File: config.mk
export PLATFORM = sky130hd
export DESIGN_NAME = fdtdpu_queue
export DESIGN_NICKNAME = d
export VERILOG_FILES = /design/src/design/fdtdpu_pkg.sv /design/src/design/fdtdpu_queue.sv
export SDC_FILE = /design/constraint.sdc
export NUM_CORES = 1
export LEC_CHECK = 0
export BUFFER_PORTS_ARGS = -buffer_cell sky130_fd_sc_hd__buf_4
export CAP_MARGIN = 20
export CORE_ASPECT_RATIO = 1.75
export CORE_MARGIN = 1
export CORE_UTILIZATION = 55
export CTS_CLUSTER_SIZE = 24
export DETAILED_ROUTE_END_ITERATION = 10
export GPL_TIMING_DRIVEN = 0
export PLACE_DENSITY = 0.84
export SKIP_LAST_GASP = 1
export SLEW_MARGIN = 25
export SYNTH_ARGS = -nofsm -noshare
export SYNTH_HDL_FRONTEND = slang
export SYNTH_SLANG_ARGS = --single-unit
File: constraint.sdc
create_clock -name clk -period 11.7 [get_ports clk]
set_input_delay 0.585 -clock clk [delete_from_list [all_inputs] [get_ports clk]]
set_output_delay 0.585 -clock clk [all_outputs]
set_load 0.05 [all_outputs]
File: src/design/fdtdpu_pkg.sv
package fdtdpu_pkg;

    // Gains are Q1.30, air center Q2.30; gain products carry 30 extra fraction bits
    localparam int GAIN_BITS = 30;

    // Quotient bits produced by the absorbing-loss divider, one per stage
    localparam int DIV_STEPS = 34;

    // Entries in the queue between front and back
    localparam int QUEUE_DEPTH = 4;

    // 2.0 in Q5.30 signed
    localparam logic signed [34:0] CENTER_TWO = 35'sd2147483648;

    // Half an output LSB in the Q.30 product domain
    localparam logic signed [68:0] HALF_LSB = 69'sd536870912;

    // Configuration register indexes
    typedef enum logic [7:0] {
        REG_AIR_CENTER_GAIN = 8'd0,
        REG_NEIGHBOR_GAIN   = 8'd1,
        REG_COURANT_SQ      = 8'd2,
        REG_ABC_GAIN        = 8'd3
    } reg_index_t;

    // Point kinds
    typedef enum logic {
        MODE_AIR   = 1'b0,
        MODE_RIGID = 1'b1
    } point_mode_t;

    // Configuration register bank
    typedef struct packed {
        logic [31:0] air_center_gain;
        logic [30:0] neighbor_gain;
        logic [30:0] courant_sq;
        logic [30:0] abc_gain;
    } cfg_t;

    // One classified point, as it waits in the queue
    typedef struct packed {
        point_mode_t        mode;
        logic signed [34:0] center_weight;
        logic signed [31:0] center;
        logic signed [34:0] neighbor_sum;
        logic signed [31:0] previous;
        logic signed [31:0] source;
        logic [1:0]         abc_faces;
    } point_entry_t;

    // Saturate to the signed 32-bit range; bit 32 of the result is the clip flag
    function automatic logic [32:0] sat32(input logic signed [38:0] x);
        logic [32:0] res;
        if (x > 39'sd2147483647)
            res = {1'b1, 32'h7FFF_FFFF};
        else if (x < -39'sd2147483648)
            res = {1'b1, 32'h8000_0000};
        else
            res = {1'b0, x[31:0]};
        return res;
    endfunction

endpackage

File: src/design/fdtdpu_queue.sv
module fdtdpu_queue (
    input  logic                     clk,
    input  logic                     rst_n,
    input  logic                     push,
    input  fdtdpu_pkg::point_entry_t push_entry,
    input  logic                     pop,
    output fdtdpu_pkg::point_entry_t head,
    output logic                     full,
    output logic                     empty
);

    localparam int PW = $clog2(fdtdpu_pkg::QUEUE_DEPTH);

    fdtdpu_pkg::point_entry_t mem_reg [fdtdpu_pkg::QUEUE_DEPTH];
    logic [PW-1:0] wr_ptr_reg;
    logic [PW-1:0] rd_ptr_reg;
    logic [PW:0]   count_reg;

    assign full  = (count_reg == (PW+1)'(fdtdpu_pkg::QUEUE_DEPTH));
    assign empty = (count_reg == '0);
    assign head  = mem_reg[rd_ptr_reg];

    // Pointers and fill count
    always_ff @(posedge clk or negedge rst_n)
    begin
        if (!rst_n)
        begin
            wr_ptr_reg <= '0;
            rd_ptr_reg <= '0;
            count_reg  <= '0;
        end
        else
        begin
            if (push)
                wr_ptr_reg <= (wr_ptr_reg == PW'(fdtdpu_pkg::QUEUE_DEPTH - 1)) ? '0
                                                                              : wr_ptr_reg + 1'b1;
            if (pop)
                rd_ptr_reg <= (rd_ptr_reg == PW'(fdtdpu_pkg::QUEUE_DEPTH - 1)) ? '0
                                                                              : rd_ptr_reg + 1'b1;
            if (push && !pop)
                count_reg <= count_reg + 1'b1;
            else if (pop && !push)
                count_reg <= count_reg - 1'b1;
        end
    end

    // Entry storage
    always_ff @(posedge clk)
    begin
        if (push)
            mem_reg[wr_ptr_reg] <= push_entry;
    end

endmodule

Word-level counts from Yosys, hierarchy flattened
Memory sizes are Yosys's and may differ from the RTL's.
Cells that the tools add are included.
{"block": "classes", "n_eq_ne": 3, "n_addsub": 4, "multipliers": 0, "muxes": 6, "div_mod_pow": 0, "bitwise_logic": 0, "shifts": 0, "reduce_logical": 6, "n_lt_le_gt_ge": 0}
{"operator": "$mux 3", "n": 2}
{"operator": "$add 2x1->2 const B", "n": 2}
{"operator": "$eq 2x2->1 const B", "n": 2}
{"operator": "$mux 2", "n": 2}
{"operator": "$add 3x1->3 const B", "n": 1}
{"operator": "$eq 3x3->1 const B", "n": 1}
{"operator": "$logic_not 3->1", "n": 1}
{"operator": "$sub 3x1->3 const B", "n": 1}
{"operator": "$logic_and 1x1->1", "n": 2}
{"operator": "$logic_not 1->1", "n": 2}
{"operator": "$mux 1", "n": 2}
{"operator": "$reduce_bool 2->1", "n": 1}
{"block": "totals", "reg_bits": 7, "latchBits": 0, "inputBits": 173, "elab_cells": 23, "ramBits": 676, "mem_bits_ro": 0, "memories": 1}
{"memory": "mem_reg", "words": 4, "word_bits": 169, "read_ports": 1, "rd_ports_with_merged_regs": 0, "wr": 1, "line_no": "fdtdpu_queue.sv:14", "text": "fdtdpu_pkg::point_entry_t mem_reg [fdtdpu_pkg::QUEUE_DEPTH];"}

Depth between registers and ports, before layout
Gate-level depths: netlist of the first run.
{"block": "logic_depth", "ltp_word": 4, "ltp_mapped": 7, "mapped_depth_nobuf": 7}

Worst setup path after synthesis of the first run
Ideal clock, no wire load.
{"block": "synth_path", "kind": "reg2reg", "from": "register wr_ptr_reg[0]", "to": "memory mem_reg[0][0] in the netlist's numbering, enable pin", "arrival_ns": 4.479, "stages_incl_launch_ff": 4, "setup_time_ns": 0.549, "slack_ns": 6.672, "cell_sequence": "dfrtp_1 inv_1 ha_1 and2_1"}
{"item": "start, declared", "line_no": "fdtdpu_queue.sv:15", "text": "logic [PW-1:0] wr_ptr_reg;"}
{"item": "start signal, assigned", "line_no": "fdtdpu_queue.sv:35", "text": "wr_ptr_reg <= (wr_ptr_reg == PW'(fdtdpu_pkg::QUEUE_DEPTH - 1)) ? '0"}
{"item": "end, declared", "line_no": "fdtdpu_queue.sv:14"}
No word-level cell before the write port.

==> reports/results.txt, run 1 <==
For flop-to-flop paths, the worst setup slack is 9.31 ns. For the pin with the worst max-slew slack, the measured transition is 0.7492 ns. The total overflow reported by the global router came out at 0. The run gives 74100 um as the first-pass GRT wire length.

Data on the critical path is required at its endpoint by 11.12 ns. The utilization after layout was 0.6845; the final clock period utilization by the worst path was 0.2704. The number of antenna violations at the first check in global routing is 5, and the clock latency on the worst-skew pair is 0.58 ns. The proportion of register bits with asynchronous set or reset after synthesis is 0.01025. Timing analysis after detailed placement gives a worst setup slack of 9.020 ns. During synthesis, Yosys emitted a total of 0 warnings. After clock tree synthesis, the clock-pin slew on the worst setup and hold paths is 0.07 ns.

The endpoint of the worst register-to-register path is mem_reg[0][28]$_DFFE_PP_. Largest fanout on the critical path: 10. The max-slew violation count is 0, and the design area is 30310 um2. The tools report the aggregate routed wire length as 50610 um. The slowest stage cell on the critical path was mux4_2. STA classifies the critical path startpoint as a flop. The power density over cell area was 285.6 nW/um2; the cell count after synthesis was 920. The global routing usage summed across all routing layers was 0.2221; the final critical path time including I/O delays and setup was 3.163 ns.

The tightest min-delay check is of the in -> reg type. The placed instances occupy a cell area of 28480 um2. The share of the synthesized area in the top cell type works out to 0.8195. In the final routed layout, each cell accounts on average for 25.85 um.

Once the clock tree was built, the resizer swapped 0 gates to a different size. The internal power of the cells totals 5.405 mW. The run gives 0.213 as the portion of total power attributed to the clock network. After floorplanning, the core was sized to cover 44290 um2. Counting flops and latches in the post-synthesis netlist gives 683. The number of setup violations in the final report is 0.

The critical path goes through buf_2, buf_2, buf_2, mux4_2, buf_4. For this run, design rule violations remaining after detail routing come to 0. For the worst slew slack as a fraction of its limit, the log shows 0.5005. The switching power total is 3.253 mW. The tightest hold path in the finished design has a slack of 0.2011 ns.

Based on the critical path, the design can be clocked at up to 316.1 MHz. Measured along the y axis, the die boundary spans 282.7 um. Averaged over all synthesized cells, the footprint is 26.93 um2. In this design, the stage delay of the slowest critical-path cell is 0.38 ns. After synthesis the cells add up to 24770 um2.

Setup repair after global routing left no endpoint under its margin. Entering global routing, the biggest net connects 46 pins. The commonest cells after synthesis are 676 x edfxtp_1, 169 x mux4_2, 20 x buf_2, 11 x buf_6, 7 x dfrtp_1.

For this design the static power due to leakage is 10.35 nW. The tools report the via count of the first global-routing pass as 12320. Type of the worst setup path: reg -> out.

The worst register-to-register path begins at wr_ptr_reg[0]$_DFFE_PN0P_. Maximum number of buffers from clock root to sink: 3. The overall via count from detail_route was 11250.

Routability-driven placement finished with a final weighted congestion of 0.7389. The hold path depth was 1; the share of total power consumed by net switching was 0.3757. Data arrival at the endpoint of the critical path: 2.58 ns.

The number of nets with antenna violations after routing came out at 0. TritonCTS built the clock tree. 344 I/O pins were placed. The cell sitting at the root of the clock tree is a clkbuf_16.

The net count of the mapped netlist came out at 1100. The per-cell via count in the routed design was 5.746. The number of clock buffers added by TritonCTS is 55.

Element type at the critical path end: an output pin. The count of port buffers added during placement works out to 343. The share of the yosys chip area belonging to registers came out at 0.8265. The filler cells instantiated in the layout total 2644.

The count of maximum capacitance violations is 0. The dominant cell by count in the synthesized netlist is edfxtp_1. The run finished with clean final reports.

The synthesized design contains 676 enable-type register cells. The floorplan die area was 45920 um2; the buffers inserted during post-CTS setup optimization was 0. By area the synthesized netlist is led by edfxtp_1 82%, mux4_2 15%, dfrtp_1 0.71%, buf_6 0.50%, buf_2 0.40%. The worst-case IR drop observed on VDD is 0.2257 mV.

The post-layout net count is 1517. Hold violation total from the final report: 0. The cell that appears most often on the critical path is buf_2. The tools report the hold path startpoint as push_entry[17]. In this run the number of H-tree levels came out at 2.

The count of distinct cell types in the synthesized netlist is 19, and the number of flip-flops in the largest register is 676. The number of clock sinks seen by CTS came out at 683. For the effective utilization at floorplan, the log shows 0.5594. The main flop type after synthesis is edfxtp_1.

The relative contribution of sequential cells to total power is 0.372. Once detailed placement completed, the half-perimeter wirelength came to 34020 um. For the worst flop-to-flop path, the logic depth is 6.

After layout, the worst setup slack is 8.537 ns. In this run the core area contains 102 standard-cell rows. For the final routed database, the setup TNS stands at 0 ns.

The total iterations of the first detailed-routing run came out at 5. The quantity of hold-fixing buffers added after cts is 1, and the horizontal extent of the die is 162.4 um. The biggest area contributor in the post-synthesis netlist is edfxtp_1.

The share of power burned in combinational logic is 0.415, and the ratio of cells with drive above 1 in the final layout is 0.4688. The tools report the DRC marker count from the first detailed-route iteration as 672. The worst hold path endpoint is mem_reg[0][17]$_DFFE_PP_.

Clock skew on the completed layout was measured at 0.01709 ns. The area added between synthesis and finish was 22.37%.
[layout make-up]
type / instances / area, um2 / area share
sequential: 683 / 20470 / 0.6755
multi-input combinational: 195 / 4038 / 0.1332
timing repair buffer: 360 / 2995 / 0.09882
clock buffer: 65 / 1456 / 0.04805
tap: 572 / 715.7 / 0.02361
clock inverter: 35 / 347.8 / 0.01148
buffer: 38 / 254.0 / 0.008379
inverter: 4 / 15.01 / 0.0004953
antenna: 6 / 15.01 / 0.0004953
[cells in the final DEF, fill, tap and decap left out, drive strengths merged, types with 3 or more instances in the layout]
master	count
and2	4
diode	6
clkinv	26
nor2	3
bufinv	7
mux4	169
clkbuf	71
inv	4
ha	6
buf	391
dfrtp	7
edfxtp	676
mux2	3
[power groups by stage]
stage,Combinational [mW],Clock [mW],Sequential [mW]
after CTS,3.65,1.88,3.23
after floorplan,2.53,0,3.31
after global routing,3.74,1.96,3.25
after global placement,3.52,0,3.38
final,3.59,1.84,3.22
after detailed placement,3.64,0,3.27
[how the worst max path moves through the flow]
stage          slack (ns)                         to                       from
2_1_floorplan        6.67    mem_reg[0][0]$_DFFE_PP_  wr_ptr_reg[0]$_DFFE_PN0P_
3_3_place_gp         3.58  mem_reg[0][110]$_DFFE_PP_                       push
3_5_place_dp         9.02                   head[65]  rd_ptr_reg[1]$_DFFE_PN0P_
4_1_cts              8.38                  head[105]  rd_ptr_reg[1]$_DFFE_PN0P_
5_1_grt              8.40                  head[140]  rd_ptr_reg[1]$_DFFE_PN0P_
6_report             8.54                  head[105]  rd_ptr_reg[1]$_DFFE_PN0P_
[metrics by stage]
stage,instances,power (mW)
after floorplan,920,5.840
after global placement,1835,6.899
after detailed placement,1851,6.909
after CTS,1952,8.758
after global routing,1957,8.953
final,1958,8.658
[metal layers]
metal	GRT usage	part of all wire	up-vias
met1	0.2468	0.33	5863
met4	0.09821	0.040	0
met3	0.04633	0.066	102
met2	0.4073	0.56	455
met5	0	0	-
li1	-	-	4831
[cells by family (layout without fill, tap and decap cells)]
family                     count (synthesis)  in the layout  synth area share
DFF                                      683            683            0.8265
AOI/OAI and AO/OA                          2              2         0.0004041
other                                      0              6                 0
and+or+nand+nor                           11             11          0.002273
adders and majority gates                  7              7          0.003839
xor gates and xnor gates                   3              3          0.001061
buffers and inverters                     42            502           0.01086
muxes                                    172            172            0.1550
[critical path, delay by kind of cell (launching register included)]
family | cells | cell delay (ns)
buf+inv | 4 | 1.23
flops | 1 | 0.36
mux | 1 | 0.38
(Power assumes the default switching activity.)
==> inputs of run 2 (changes only) <==
Clock period 11.7 ns to 3.1 ns, I/O delays scaled along.
==> run 2 against run 1 <==
Compared with the run above: sequential power increased to 3.8 times the previous value; sequential share of layout area decreased by 3.5 points; combinational power rose to 3.9 times the previous value; utilization is 3.7 points higher.
==> reports/results.txt, run 2 (synthesized netlist as in run 1, its figures left out) <==
The power density over cell area is 1028 nW/um2. The run gives 0 as the max-slew violation count. The detail route stage leaves a number of antenna-violating nets equal to 0. The final clock period utilization by the worst path works out to 0.8922. Once layout is done, the placed cells without fillers occupy 31950 um2. The run gives 0.5405 as the worst slew slack as a fraction of its limit.

The maximum number of pins on one net before global-route repair is 46. The first-pass GRT wire length came out at 79900 um. Setup repair after global routing left no endpoint under its margin. The logs give 20.33 mW for the cell-internal power and 2408 for the total of fill cells in the finished design. The type of the worst setup path is reg -> out.

The clock-pin slew on the worst setup and hold paths is 0.07 ns, and the cell row count is 102. Setup total negative slack on the finished layout was measured at 0 ns. The run gives 0 as the number of gates given a new drive strength after cts. The run gives 0.7461 as the final weighted congestion of routability-driven global placement. The tools report the global routing usage summed across all routing layers as 0.2423.

The reg-to-reg setup timing slack was 1.01 ns; the maximum vdd drop was 0.9203 mV. After legalization and detailed placement, the total HPWL measured 33770 um. Clock tree synthesis selected as its root buffer the cell clkbuf_16.

Share of total power consumed by net switching: 0.3809. Counting I/O delays and the setup requirement, the final critical path takes 2.766 ns. The logs give 55350 um for the aggregate routed wire length and 2128 for the post-layout instance count excluding filler cells.

The clock skew came out at 0.02248 ns. The detailed-route wire length per cell is 26.01 um, and the count of pins on the block boundary is 344. For the worst endpoint required time, the log shows 2.94 ns. The per-cell via count in the routed design came out at 5.704. For the total overflow reported by the global router, the log shows 0. The tool flagged a number of max-cap violations equal to 0.

The floorplan die area is 45920 um2, and the pre-CTS setup slack is 0.9078 ns. The worst-margin pin slew came out at 0.6893 ns. The flow ran to the end, and the final reports show no timing, DRC or antenna violations.

The utilization after layout came out at 0.7215. The critical path starts at rd_ptr_reg[1]$_DFFE_PN0P_. The final route contains 12140 vias.

Final hold analysis gives a worst-case slack of 0.3106 ns. The total power was 32.84 mW. Buffers inserted to repair hold after CTS numbered 173.

Kind of start point of the critical path: a flop. The ratio of cells with drive above 1 in the final layout came out at 0.4121. The placed instance area was 28480 um2; the vertical die dimension was 282.7 um. Final worst slack: 0.3342 ns. The logs give 5 for the total iterations of the first detailed-routing run and 0.422 for the share of power burned in combinational logic. Along the worst path, the maximum fanout reaches 10.

The library cell used most frequently in the layout, excluding fill and tap cells, is edfxtp_1. The logs give 12.51 mW for the switching power total and 2.61 ns for the data arrival at the endpoint of the critical path. In this run the worst hold path is classified as in -> reg. The number of placed instances, taps included, is 1851.

The tools report the hold path startpoint as push_entry[16]. In the routed design, unresolved DRC markers number 0. Leaving out fill and tap cells, the most frequent cells in the layout are 676 x edfxtp_1, 344 x buf_4, 173 x dlygate4sd3_1. The H-tree was split into 2 levels.

Setup violations remaining at the end of the flow were counted as 0. Summed over all cells, the static leakage comes to 11.02 nW. The tools report the total core area as 44290 um2. During placement, the flow inserted port buffers numbering 343. The number of clock sinks seen by CTS was 683. The tools report the origin of the critical flop-to-flop path as wr_ptr_reg[0]$_DFFE_PN0P_. For the TritonCTS buffer count, the log shows 55.

The hold violation total from the final report is 0, and the horizontal extent of the die is 162.4 um. Effective utilization at floorplan: 0.5594. STA classifies the critical path endpoint as an output pin.

The number of antenna violations at the first check in global routing was 3. The portion of total power attributed to the clock network is 0.207, and the post-layout net count is 1689. For the maximum number of buffers from clock root to sink, the log shows 3.

The logs give 0.372 for the relative contribution of sequential cells to total power and 0.58 ns for the clock latency on the worst-skew pair. The tools report the timing-limited maximum frequency as 361.6 MHz. DRC marker count from the first detailed-route iteration: 794. Via count of the first global-routing pass: 13130.

Once the clock tree was built, the setup fixing pass inserted 0 buffers. The area growth from synthesis to layout is 28.98%. The register with the most flip-flops in the layout has 676 of them. TritonCTS built the clock tree.
## run 2: cell types whose count changed in the layout (fill, tap and decap cells not counted), sizes merged
cell         change
bufinv           -3
clkbuf           +9
clkinv           -8
clkinvlp         +1
diode            -3
dlygate4sd3    +172
inv              +2
## run 2: per-layer routing
metal / wire length [um] / vias up / global-route usage
met3: 3403 / 124 / 0.04151
met2: 30990 / 573 / 0.4504
met1: 18510 / 6271 / 0.2685
met4: 2451 / 0 / 0.1110
li1: - / 5171 / -
met5: 0 / - / 0
## run 2: path summary, 6_finish.rpt
| path | endpoint | depth (start not counted) |
|---|---|---|
| max | head[148] | 5 |
| min | mem_reg[3][16]$_DFFE_PP_ | 2 |
| max reg2reg | mem_reg[2][110]$_DFFE_PP_ | 5 |
| min reg2reg | count_reg[2]$_DFFE_PN0P_ | 1 |
| max in group asynchronous | rd_ptr_reg[0]$_DFFE_PN0P_ | 3 |
| min in group asynchronous | count_reg[0]$_DFFE_PN0P_ | 3 |
## run 2: cell type report
class / count / area [um2] / share of cell area
flip-flops and latches: 683 / 20470 / 0.6408
repair buffers: 532 / 4717 / 0.1476
multi-input cells: 195 / 4038 / 0.1264
clock buffers: 74 / 1490 / 0.04664
well taps: 572 / 715.7 / 0.02240
plain buffers: 38 / 254.0 / 0.007950
clock inverters: 27 / 239.0 / 0.007480
inverters: 4 / 15.01 / 0.0004699
diodes: 3 / 7.507 / 0.0002350
## run 2: worst max-delay path, cell delays in order, from the launching register on
cell     delay (ns)
dfrtp_1        0.35
buf_2          0.31
buf_2          0.39
buf_2          0.35
mux4_2         0.41
buf_4          0.22
## run 2: power by group through the flow
| stage | Clock, mW | Sequential (mW) | Combinational, mW |
|---|---|---|---|
| 3_5_place_dp | 0 | 12.4 | 13.7 |
| 4_1_cts | 6.85 | 12.2 | 13.9 |
| 3_3_place_gp | 0 | 12.4 | 13.3 |
| 5_1_grt | 7.22 | 12.3 | 14.4 |
| 2_1_floorplan | 0 | 12.3 | 9.57 |
| 6_report | 6.79 | 12.2 | 13.9 |
