$ cat config.mk
export PLATFORM = sky130hd
export DESIGN_NAME = fdtdpu_front
export DESIGN_NICKNAME = d
export VERILOG_FILES = /design/src/design/fdtdpu_pkg.sv /design/src/design/fdtdpu_front.sv
export SDC_FILE = /design/constraint.sdc
export NUM_CORES = 1
export LEC_CHECK = 0
export BUFFER_PORTS_ARGS = -buffer_cell sky130_fd_sc_hd__buf_4
export CAP_MARGIN = 10
export CORE_AREA = 4 4 231 233
export DETAILED_ROUTE_END_ITERATION = 6
export DIE_AREA = 0 0 235 237
export GPL_TIMING_DRIVEN = 0
export SLEW_MARGIN = 20
export SYNTH_ARGS = -nofsm -noshare
export SYNTH_HDL_FRONTEND = slang
export SYNTH_SLANG_ARGS = --single-unit
$ cat constraint.sdc
create_clock -name vclk -period 31.4
set_input_delay 0 -clock vclk [all_inputs]
set_output_delay 0 -clock vclk [all_outputs]
set_load 0.05 [all_outputs]
$ cat src/design/fdtdpu_pkg.sv
package fdtdpu_pkg;

    // Gains are Q1.30, air center Q2.30; gain products carry 30 extra fraction bits
    localparam int GAIN_BITS = 30;

    // Quotient bits produced by the absorbing-loss divider, one per stage
    localparam int DIV_STEPS = 34;

    // Entries in the queue between front and back
    localparam int QUEUE_DEPTH = 4;

    // 2.0 in Q5.30 signed
    localparam logic signed [34:0] CENTER_TWO = 35'sd2147483648;

    // Half an output LSB in the Q.30 product domain
    localparam logic signed [68:0] HALF_LSB = 69'sd536870912;

    // Configuration register indexes
    typedef enum logic [7:0] {
        REG_AIR_CENTER_GAIN = 8'd0,
        REG_NEIGHBOR_GAIN   = 8'd1,
        REG_COURANT_SQ      = 8'd2,
        REG_ABC_GAIN        = 8'd3
    } reg_index_t;

    // Point kinds
    typedef enum logic {
        MODE_AIR   = 1'b0,
        MODE_RIGID = 1'b1
    } point_mode_t;

    // Configuration register bank
    typedef struct packed {
        logic [31:0] air_center_gain;
        logic [30:0] neighbor_gain;
        logic [30:0] courant_sq;
        logic [30:0] abc_gain;
    } cfg_t;

    // One classified point, as it waits in the queue
    typedef struct packed {
        point_mode_t        mode;
        logic signed [34:0] center_weight;
        logic signed [31:0] center;
        logic signed [34:0] neighbor_sum;
        logic signed [31:0] previous;
        logic signed [31:0] source;
        logic [1:0]         abc_faces;
    } point_entry_t;

    // Saturate to the signed 32-bit range; bit 32 of the result is the clip flag
    function automatic logic [32:0] sat32(input logic signed [38:0] x);
        logic [32:0] res;
        if (x > 39'sd2147483647)
            res = {1'b1, 32'h7FFF_FFFF};
        else if (x < -39'sd2147483648)
            res = {1'b1, 32'h8000_0000};
        else
            res = {1'b0, x[31:0]};
        return res;
    endfunction

endpackage

$ cat src/design/fdtdpu_front.sv
module fdtdpu_front (
    input  fdtdpu_pkg::cfg_t         cfg,
    input  logic                     s_tvalid,
    input  logic                     queue_full,
    output logic                     s_tready,
    input  logic [295:0]             s_tdata,
    input  logic                     s_tuser,
    output logic                     push,
    output fdtdpu_pkg::point_entry_t entry
);

    logic signed [31:0] nb [6];
    logic [5:0]         open_faces;
    logic [5:0]         mask;
    logic [2:0]         k;
    logic [33:0]        k_sl2;
    logic signed [34:0] nsum;

    assign s_tready = !queue_full;
    assign push     = s_tvalid && !queue_full;

    // Unpack the neighbor samples
    assign nb[0]      = s_tdata[95:64];
    assign nb[1]      = s_tdata[127:96];
    assign nb[2]      = s_tdata[159:128];
    assign nb[3]      = s_tdata[191:160];
    assign nb[4]      = s_tdata[223:192];
    assign nb[5]      = s_tdata[255:224];
    assign open_faces = s_tdata[261:256];

    // Air points use all six neighbors, rigid points only the open faces
    assign mask  = (s_tuser == fdtdpu_pkg::MODE_RIGID) ? open_faces : 6'h3F;
    assign k     = 3'($countones(open_faces));
    assign k_sl2 = 34'(k) * 34'(cfg.courant_sq);

    always_comb
    begin
        nsum = '0;
        for (int i = 0; i < 6; i++)
        begin
            if (mask[i])
                nsum = nsum + 35'(nb[i]);
        end
    end

    // Classify and build the queue entry
    always_comb
    begin
        entry.mode         = fdtdpu_pkg::point_mode_t'(s_tuser);
        entry.center       = s_tdata[31:0];
        entry.previous     = s_tdata[63:32];
        entry.source       = s_tdata[293:262];
        entry.abc_faces    = s_tdata[295:294];
        entry.neighbor_sum = nsum;
        if (s_tuser == fdtdpu_pkg::MODE_RIGID)
            entry.center_weight = fdtdpu_pkg::CENTER_TWO - $signed({1'b0, k_sl2});
        else
            entry.center_weight = $signed({3'b000, cfg.air_center_gain});
    end

endmodule

Yosys cells after proc, flatten, opt, wreduce, memory -nomap -nowiden. Cells that the tools add are included.

$add $sub $neg: 11. Multipliers: 1. Muxes and demuxes: 8. Reductions and logical operators: 2.

Operators by type and width (number): $mux W35 (7); $add A35 B32 Y35 (5); $sub A32 B34 Y35 const A (1); $mul A3 B31 Y34 (1); $add A1 B1 Y2 (3); $mux W6 (1); $add A2 B2 Y3 (1); $add A3 B2 Y3 (1); $logic_and A1 B1 Y1 (1); $logic_not A1 Y1 (1).

Register bits after elaboration: 0. Input port bits: 424. Output and inout port bits: 171.

Longest topological paths before layout. Gate-level depths: netlist of run 1.

Word-level depth: 12. Mapped depth: 62.

Worst setup path before layout of run 1. OpenSTA, ideal clock, no wires.

Path type: in2out. From: in s_tdata[256]. To: out entry[100] (netlist bit). Arrival time: 10.640 ns. Slack: 20.760 ns. Stages on the path: 58. Buffers on the path: 5. Cell sequence: nand2b_1 -> buf_2 -> buf_2 -> buf_2 -> clkbuf_1 -> clkbuf_1 -> nand2_1 -> xnor2_1 -> ha_1 -> o21ai_0 -> a2bb2oi_1 -> a21oi_1 -> a221o_1 -> a21oi_1 -> xnor2_1 -> a21o_1 -> nand2_1 -> ha_1 -> [22 not listed] -> a41oi_1 -> o21ai_1 -> xnor2_1 -> nor2_1 -> a21oi_1 -> a21boi_0 -> inv_1 -> ha_1 -> nor2b_1 -> o21ai_0 -> nand2b_1 -> a21o_1 -> a21o_1 -> a41oi_1 -> xor2_1 -> nor2_1 -> xnor2_1 -> xnor3_1.

RTL lines: from (decl) (line fdtdpu_front.sv:6) `input logic [295:0] s_tdata,`; to (decl) (line fdtdpu_front.sv:9) `output fdtdpu_pkg::point_entry_t entry`.

==> results of run 1 <==
-- placed cells by master, fill, tap and decap left out, types with 28 or more instances in the layout --
cell	netlist	routed
nor2b_1	31	31
fa_1	37	37
nand3_1	48	48
nor3_1	32	32
nand2_1	177	177
ha_1	236	236
o21ai_0	138	138
xor2_1	62	62
mux2_2	71	71
buf_4	99	523
a31oi_1	28	28
nand2b_1	33	33
and2_1	120	120
xnor2_1	113	113
a21oi_1	212	212
a21o_1	116	116
nor2_1	154	154
clkbuf_1	73	73
inv_1	157	157
o21a_1	32	32
-- cell type report --
cell class	instances	area share
inverter	157	0.0293
buffer	182	0.0529
multi-input combinational	1952	0.717
tap	680	0.0424
timing repair buffer	424	0.158
antenna	2	0.000249
-- per-stage QoR --
stage	utilization	instance area [um2]	std cells
finish	0.392	20100	3397
global route	0.392	20100	3396
CTS	0.392	20100	3395
detailed placement	0.392	20100	3395
global placement	0.392	20100	3395
floorplan	-	16000	2291
-- final timing paths --
path / start / endpoint
max: s_tuser / entry[100]
min: s_tdata[16] / entry[117]
-- routing by layer --
metal,global-route usage,up-vias,wire [um]
met2,0.360,614,29600
met5,0,-,41
met1,0.301,8278,29800
met4,0.0319,6,1190
li1,-,8945,-
met3,0.0215,65,3820
-- cells by family after synthesis --
family	count (synthesis)	synth area share
adder cells (fa/ha/maj)	278	0.233
XOR/XNOR	176	0.0969
AND/OR/NAND/NOR	686	0.212
multiplexers	88	0.0604
buffers and inverters	339	0.103
AO/OA/AOI/OAI	724	0.294
==> results_dict.tcl, run 1 <==
set metrics [dict create \
    crit_required_ns 31.40 \
    tightest_slew_ns 1.02 \
    grt_pass1_wl_mm 97.0 \
    viasPerCell 5.27 \
    drive_gt1_frac 0.233 \
    synth_commonest_cells "ha_1 (236), a21oi_1 (212), nand2_1 (177)" \
    cp_slowest_stage_delay_ns 0.61 \
    synth_seq_area_share 0 \
    multi_input_area_mm2 0.0144 \
    critical-path-top-delay-family "compound AO/OA/AOI/OAI gates" \
    post-synth-top-area-fraction 0.184 \
    yosysMostFrequentCell "ha_1" \
    die_y_um 237 \
    gp_routability_congestion 0.917 \
    crit_fanout 10 \
    rsz0062_at_grt "no" \
    io_pins 595 \
    relSlewSlack 0.312 \
    status "completed" \
    crit_cells 61 \
    min_path_cells 2 \
    critPathSlowestCell "clkbuf_1" \
    wl_per_cell_um 19.0 \
    initial_utilization 0.313 \
    dp_hpwl_mm 56.7 \
    syn_area_mm2 0.0160 \
    synth_top_cell_by_area "ha_1" \
    core.rowCount 83 \
    io_buffers 424 \
    antenna_found_initial 5 \
    setup_tns_ns 0 \
    hold_path_class "in2out" \
    drv_cap 0 \
    fmax_ghz 0.0734 \
    die-area_mm2 0.0557 \
    yosysWarnings 0 \
    die_w_um 235 \
    avgSynthCellArea_um2 7.00 \
    post_cts_resized 0 \
    cts_hold_buffers 0 \
    setup_slack_ns 17.78 \
    setup_violations 0 \
    grt-ovfl-total 0 \
    grt_max_degree 11 \
    critPathBufInv 8 \
    yosysUniqueCellTypes 86 \
    slew_viol_final 0 \
    crit_path_start_kind "input port" \
    layout.nets 3414 \
    pre_cts_ws_ns 17.94 \
    grt_pass1_vias 17200 \
    antenna_left 0 \
    clkbuf_count 0 \
    drtPass1Iterations 5 \
    area_delta_synth_final_pct 25.2 \
    period_minus_slack_ns 13.62 \
    vias 17900 \
    cp-end-kind "output pin" \
    hold_violations 0 \
    holdWs_ns 0.254 \
    synthCells 2291 \
    syn-num-nets 2988 \
    fin_crit_sh 0.434 \
    drt_iter0_markers 1051 \
    seq_cells 0 \
    wl_mm 64.5 \
    grt.total_usage 0.213 \
    critical_path_class "in2out" \
    cts_setup_buffers 0 \
    synth.area.top_cells "ha_1 (18%), a21oi_1 (6.6%), xnor2_1 (6.2%), a21o_1 (5.4%), mux2_2 (5.0%)" \
    coreArea_mm2 0.0512 \
    seq_area_um2 0 \
    fillers 5414 \
    drc 0 \
    crit_arrival_ns 13.62 \
]
Power of run 1 is left out: the tool's default activity adds up to more than one toggle a clock period on the data nets, which glitch-free logic cannot reach.
==> run 2, diff against run 1 <==
--- a/config.mk
+++ b/config.mk
@@ -5,11 +5,12 @@
 export SDC_FILE = /design/constraint.sdc
 export NUM_CORES = 1
 export LEC_CHECK = 0
+export ABC_AREA = 1
 export BUFFER_PORTS_ARGS = -buffer_cell sky130_fd_sc_hd__buf_4
 export CAP_MARGIN = 10
-export CORE_AREA = 4 4 231 233
+export CORE_AREA = 4 4 230 232
 export DETAILED_ROUTE_END_ITERATION = 6
-export DIE_AREA = 0 0 235 237
+export DIE_AREA = 0 0 234 236
 export GPL_TIMING_DRIVEN = 0
 export SLEW_MARGIN = 20
 export SYNTH_ARGS = -nofsm -noshare
==> constraint.sdc (replaced) <==
create_clock -name vclk -period 13.52
set_input_delay 0 -clock vclk [all_inputs]
set_output_delay 0 -clock vclk [all_outputs]
set_load 0.05 [all_outputs]
==> run 2 against run 1 <==
Die area fell by 0.85%. Clock-buffer cell count did not move. Sequential share of layout area did not move. Final cell count rose by 31%. First-iteration DRC count rose by 64%. Via count rose by 25%. Worst hold slack barely moved. Critical path type unchanged. Largest cell class unchanged.
==> results_dict.tcl, run 2 <==
set metrics [dict create \
    status "completed" \
    grt-ovfl-total 0 \
    grt_pass1_wl_mm 111 \
    seq_area_um2 0 \
    syn-num-nets 4017 \
    initial_utilization 0.354 \
    post_cts_resized 0 \
    yosysUniqueCellTypes 57 \
    ir_worst_vdd_uv 257 \
    gp_routability_congestion 0.962 \
    fillers 5728 \
    cp_common_cell "nand2_1" \
    crit_path_start_kind "input port" \
    viasPerCell 5.02 \
    final_util 0.435 \
    wl_met3_mm 5.75 \
    antenna_found_initial 15 \
    coreArea_mm2 0.0510 \
    grt_max_degree 11 \
    critical_path_class "in2out" \
    grt.total_usage 0.251 \
    wl_per_cell_um 16.5 \
    io_pins 595 \
    relSlewSlack 0.298 \
    tightest_slew_ns 1.04 \
    die_w_um 234 \
    drtPass1Iterations 6 \
    leakage_nw 12.7 \
    setup_violations 0 \
    multi_input_area_mm2 0.0149 \
    crit_required_ns 13.52 \
    dp_hpwl_mm 65.3 \
    hold_path_class "in2out" \
    slew_viol_final 0 \
    mostFrequentLayoutCells "nand2_1 (889), inv_1 (559), buf_4 (534)" \
    powerDensity_mw_per_mm2 224 \
    cp-end-kind "output pin" \
    area_delta_synth_final_pct 22.9 \
    critPathBufInv 11 \
    post-synth-top-area-fraction 0.185 \
    avgSynthCellArea_um2 5.44 \
    fmax_ghz 0.0884 \
    synth_seq_area_share 0 \
    fin_crit_sh 0.837 \
    synthCells 3320 \
    crit_fanout 10 \
    die_y_um 236 \
    mostFrequentLayoutCell "nand2_1" \
    core.rowCount 83 \
    yosysMostFrequentCell "nand2_1" \
    top_layer "met5" \
    cts_setup_buffers 0 \
    drt_iter0_markers 1721 \
    met1_length_mm 32.0 \
    critPathSlowestCell "nor4_1" \
    drc 0 \
    seq_cells 0 \
    clkbuf_count 0 \
    wl_mm 73.3 \
    syn_area_mm2 0.0181 \
    cp_slowest_stage_delay_ns 0.81 \
    synth_commonest_cells "nand2_1 (889), inv_1 (559), nor2_1 (279)" \
    setup_tns_ns 0 \
    pre_cts_ws_ns 2.70 \
    hold_violations 0 \
    yosysWarnings 0 \
    synth.area.top_cells "nand2_1 (18%), ha_1 (16%), inv_1 (12%), a21oi_1 (7.4%), nand3_1 (6.2%)" \
    antenna_left 0 \
    period_minus_slack_ns 11.31 \
    drv_cap 0 \
    die-area_mm2 0.0552 \
    vias 22300 \
    wl_met2_mm 33.6 \
    io_buffers 435 \
    setup_slack_ns 2.21 \
    rsz0062_at_grt "no" \
    crit_arrival_ns 11.31 \
    critical-path-top-delay-family "simple AND/OR/NAND/NOR gates" \
    cts_hold_buffers 0 \
    grt_pass1_vias 20900 \
    synth_top_cell_by_area "nand2_1" \
    layout.nets 4454 \
    drive_gt1_frac 0.189 \
]
run 2: changes by cell type after synthesis, sizes merged, moves of 93 or more:
cell,before,now
nand3,48,239
nand2,177,933
and2,120,6
nor2,154,292
a21o,116,23
inv,157,577
run 2: metal layers:
metal | GRT usage | vias up
met5 | 0 | -
met4 | 0.0528 | 14
met3 | 0.0386 | 91
met2 | 0.427 | 751
met1 | 0.333 | 9901
li1 | - | 11500
run 2: kinds of logic (layout without fill, tap and decap cells):
group / after synthesis / in the layout / synth area share
fa+ha+maj: 273 / 273 / 0.204
xor+xnor: 64 / 64 / 0.0310
buf+inv: 736 / 1171 / 0.176
other cells: 0 / 9 / 0
compound gates: 647 / 647 / 0.203
simple gates: 1600 / 1600 / 0.386
run 2: final timing paths:
| kind | start | to | slack [ns] | depth (start not counted) |
|---|---|---|---|---|
| worst max-delay path | s_tuser | entry[99] | 2.21 | 62 |
| worst min-delay path | s_tdata[280] | entry[20] | 0.25 | 2 |
run 2: power by group:
part	total, mW	switching (mW)	internal (mW)
sequential	0	0	0
combinational	4.98	3.31	1.67
clock	0.0000000892	0	0.0000000891
total	4.98	3.31	1.67
run 2: layout make-up:
class | count | area share
Inverter | 579 | 0.0979
Tap cell | 680 | 0.0383
Antenna cell | 9 | 0.00101
Multi-Input combinational cell | 2584 | 0.671
Timing Repair Buffer | 435 | 0.147
Buffer | 157 | 0.0450
run 2: stage by stage:
step | power [mW] | hold WS [ns] | instance area, um2 | std cells
after detailed placement | 4.92 | 0.255 | 22200 | 4435
after floorplan | 3.64 | 0.167 | 18100 | 3320
after global routing | 5.48 | 0.259 | 22200 | 4440
after global placement | 4.92 | 0.255 | 22200 | 4435
after CTS | 4.95 | 0.255 | 22200 | 4435
final | 4.98 | 0.254 | 22200 | 4444
Power figures use the tool's default switching activity.
==> run 3, diff against run 2 <==
--- a/config.mk
+++ b/config.mk
@@ -8,9 +8,9 @@
 export ABC_AREA = 1
 export BUFFER_PORTS_ARGS = -buffer_cell sky130_fd_sc_hd__buf_4
 export CAP_MARGIN = 10
-export CORE_AREA = 4 4 230 232
+export CORE_AREA = 4 4 228 230
 export DETAILED_ROUTE_END_ITERATION = 6
-export DIE_AREA = 0 0 234 236
+export DIE_AREA = 0 0 232 234
 export GPL_TIMING_DRIVEN = 0
 export SLEW_MARGIN = 20
 export SYNTH_ARGS = -nofsm -noshare
==> constraint.sdc (replaced) <==
create_clock -name vclk -period 9.94
set_input_delay 0 -clock vclk [all_inputs]
set_output_delay 0 -clock vclk [all_outputs]
set_load 0.05 [all_outputs]
==> run 3 against run 2 <==
Worst hold slack is essentially flat. Combinational power is 39% higher. Power is 39% higher. Global-route usage hardly changed. Design area increased by 2.5%. Sequential share of layout area did not move. Critical endpoint is now entry[91]. Highest routed layer unchanged.
==> results_dict.tcl, run 3 (synthesis results as in run 2) <==
set metrics [dict create \
    status "completed" \
    vias 22400 \
    rsz0062_at_grt "no" \
    die_y_um 234 \
    layout.nets 4459 \
    fillers 5627 \
    drv_cap 0 \
    area_delta_synth_final_pct 26.0 \
    critPathSlowestCell "ha_1" \
    leakage_nw 12.9 \
    fin_cells 4438 \
    drive_gt1_frac 0.218 \
    drtPass1Iterations 6 \
    grt_pass1_wl_mm 109 \
    drt_iter0_markers 1601 \
    grt-ovfl-total 0 \
    mostFrequentLayoutCell "nand2_1" \
    die_w_um 232 \
    crit_arrival_ns 9.19 \
    pre_cts_ws_ns -1.03 \
    cp_common_cell "inv_1" \
    cp_slowest_stage_delay_ns 0.37 \
    antenna_found_initial 13 \
    seq_area_um2 0 \
    crit_required_ns 9.94 \
    critPathBufInv 11 \
    ir_worst_vdd_uv 386 \
    antenna_left 0 \
    die-area_mm2 0.0543 \
    setup_slack_ns 0.751 \
    tightest_slew_ns 0.790 \
    crit_fanout 10 \
    hold_path_class "in2out" \
    grt_max_degree 11 \
    powerDensity_mw_per_mm2 304 \
    mostFrequentLayoutCells "nand2_1 (876), inv_1 (558), buf_4 (537)" \
    fmax_ghz 0.109 \
    core.rowCount 82 \
    critical_path_class "in2out" \
    viasPerCell 5.04 \
    wl_mm 74.1 \
    fin_crit_sh 0.924 \
    seq_cells 0 \
    io_buffers 435 \
    initial_utilization 0.362 \
    setup_violations 0 \
    grt_pass1_vias 20500 \
    power.total_mw 6.93 \
    hold_violations 0 \
    cp-end-kind "output pin" \
    dp_hpwl_mm 65.2 \
    relSlewSlack 0.469 \
    io_pins 595 \
    grt.total_usage 0.251 \
    gp_routability_congestion 0.961 \
    slew_viol_final 0 \
    critical-path-top-delay-family "compound AO/OA/AOI/OAI gates" \
    cts_hold_buffers 0 \
    drc 0 \
    coreArea_mm2 0.0499 \
    crit_path_start_kind "input port" \
    clkbuf_count 0 \
    period_minus_slack_ns 9.19 \
    dp_cells 4427 \
    wl_per_cell_um 16.7 \
]
## run 3: cell count changes in the layout (fill, tap and decap cells not counted), moves of 7 or more
cell and change:
a21oi_1 -22, a21oi_2 +22, o21ai_0 -18, nor2_1 -16, nand2_1 -13, nand2_2 +12, nor2_2 +11, o21ai_1 +9
ha_1 -8, o21ai_2 +7
## run 3: layout make-up
cell class                      instances  area, um2  share of cell area
Tap cell                              672        841              0.0369
Multi-Input combinational cell       2584      15400               0.676
Inverter                              579       2170              0.0955
Timing Repair Buffer                  441       3320               0.146
Buffer                                156       1020              0.0450
Antenna cell                            6       15.0            0.000660
## run 3: where the power goes
group          switching, mW  internal [mW]
clock network              0   0.0000000632
registers                  0              0
logic                   4.58           2.35
## run 3: repair_timing
action | CTS | global route
setup endpoints to repair | 15 | 16
setup buffers | 0 | 6
pin swaps | 0 | 14
gates resized for setup | 17 | 136
## run 3: layer usage
layer | GRT usage | up-vias | part of all wire
met5 | 0 | - | 0.0017
met4 | 0.0456 | 16 | 0.020
met3 | 0.0396 | 82 | 0.072
met2 | 0.437 | 723 | 0.47
met1 | 0.331 | 9990 | 0.43
li1 | - | 11600 | -
## run 3: final timing paths
path | start | endpoint | slack, ns | cells after the start
setup / recovery | s_tuser | entry[91] | 0.75 | 54
hold / removal | s_tdata[49] | entry[51] | 0.25 | 2
## run 3: per-stage QoR
step	hold WS [ns]	cell area (um2)	util	setup TNS [ns]
6_report	0.254	22800	0.456	0
5_1_grt	0.256	22800	0.456	0
4_1_cts	0.255	22200	0.446	0
3_5_place_dp	0.256	22200	0.445	-6.61
3_3_place_gp	0.255	22200	0.445	-7.14
2_1_floorplan	0.167	18100	-	0
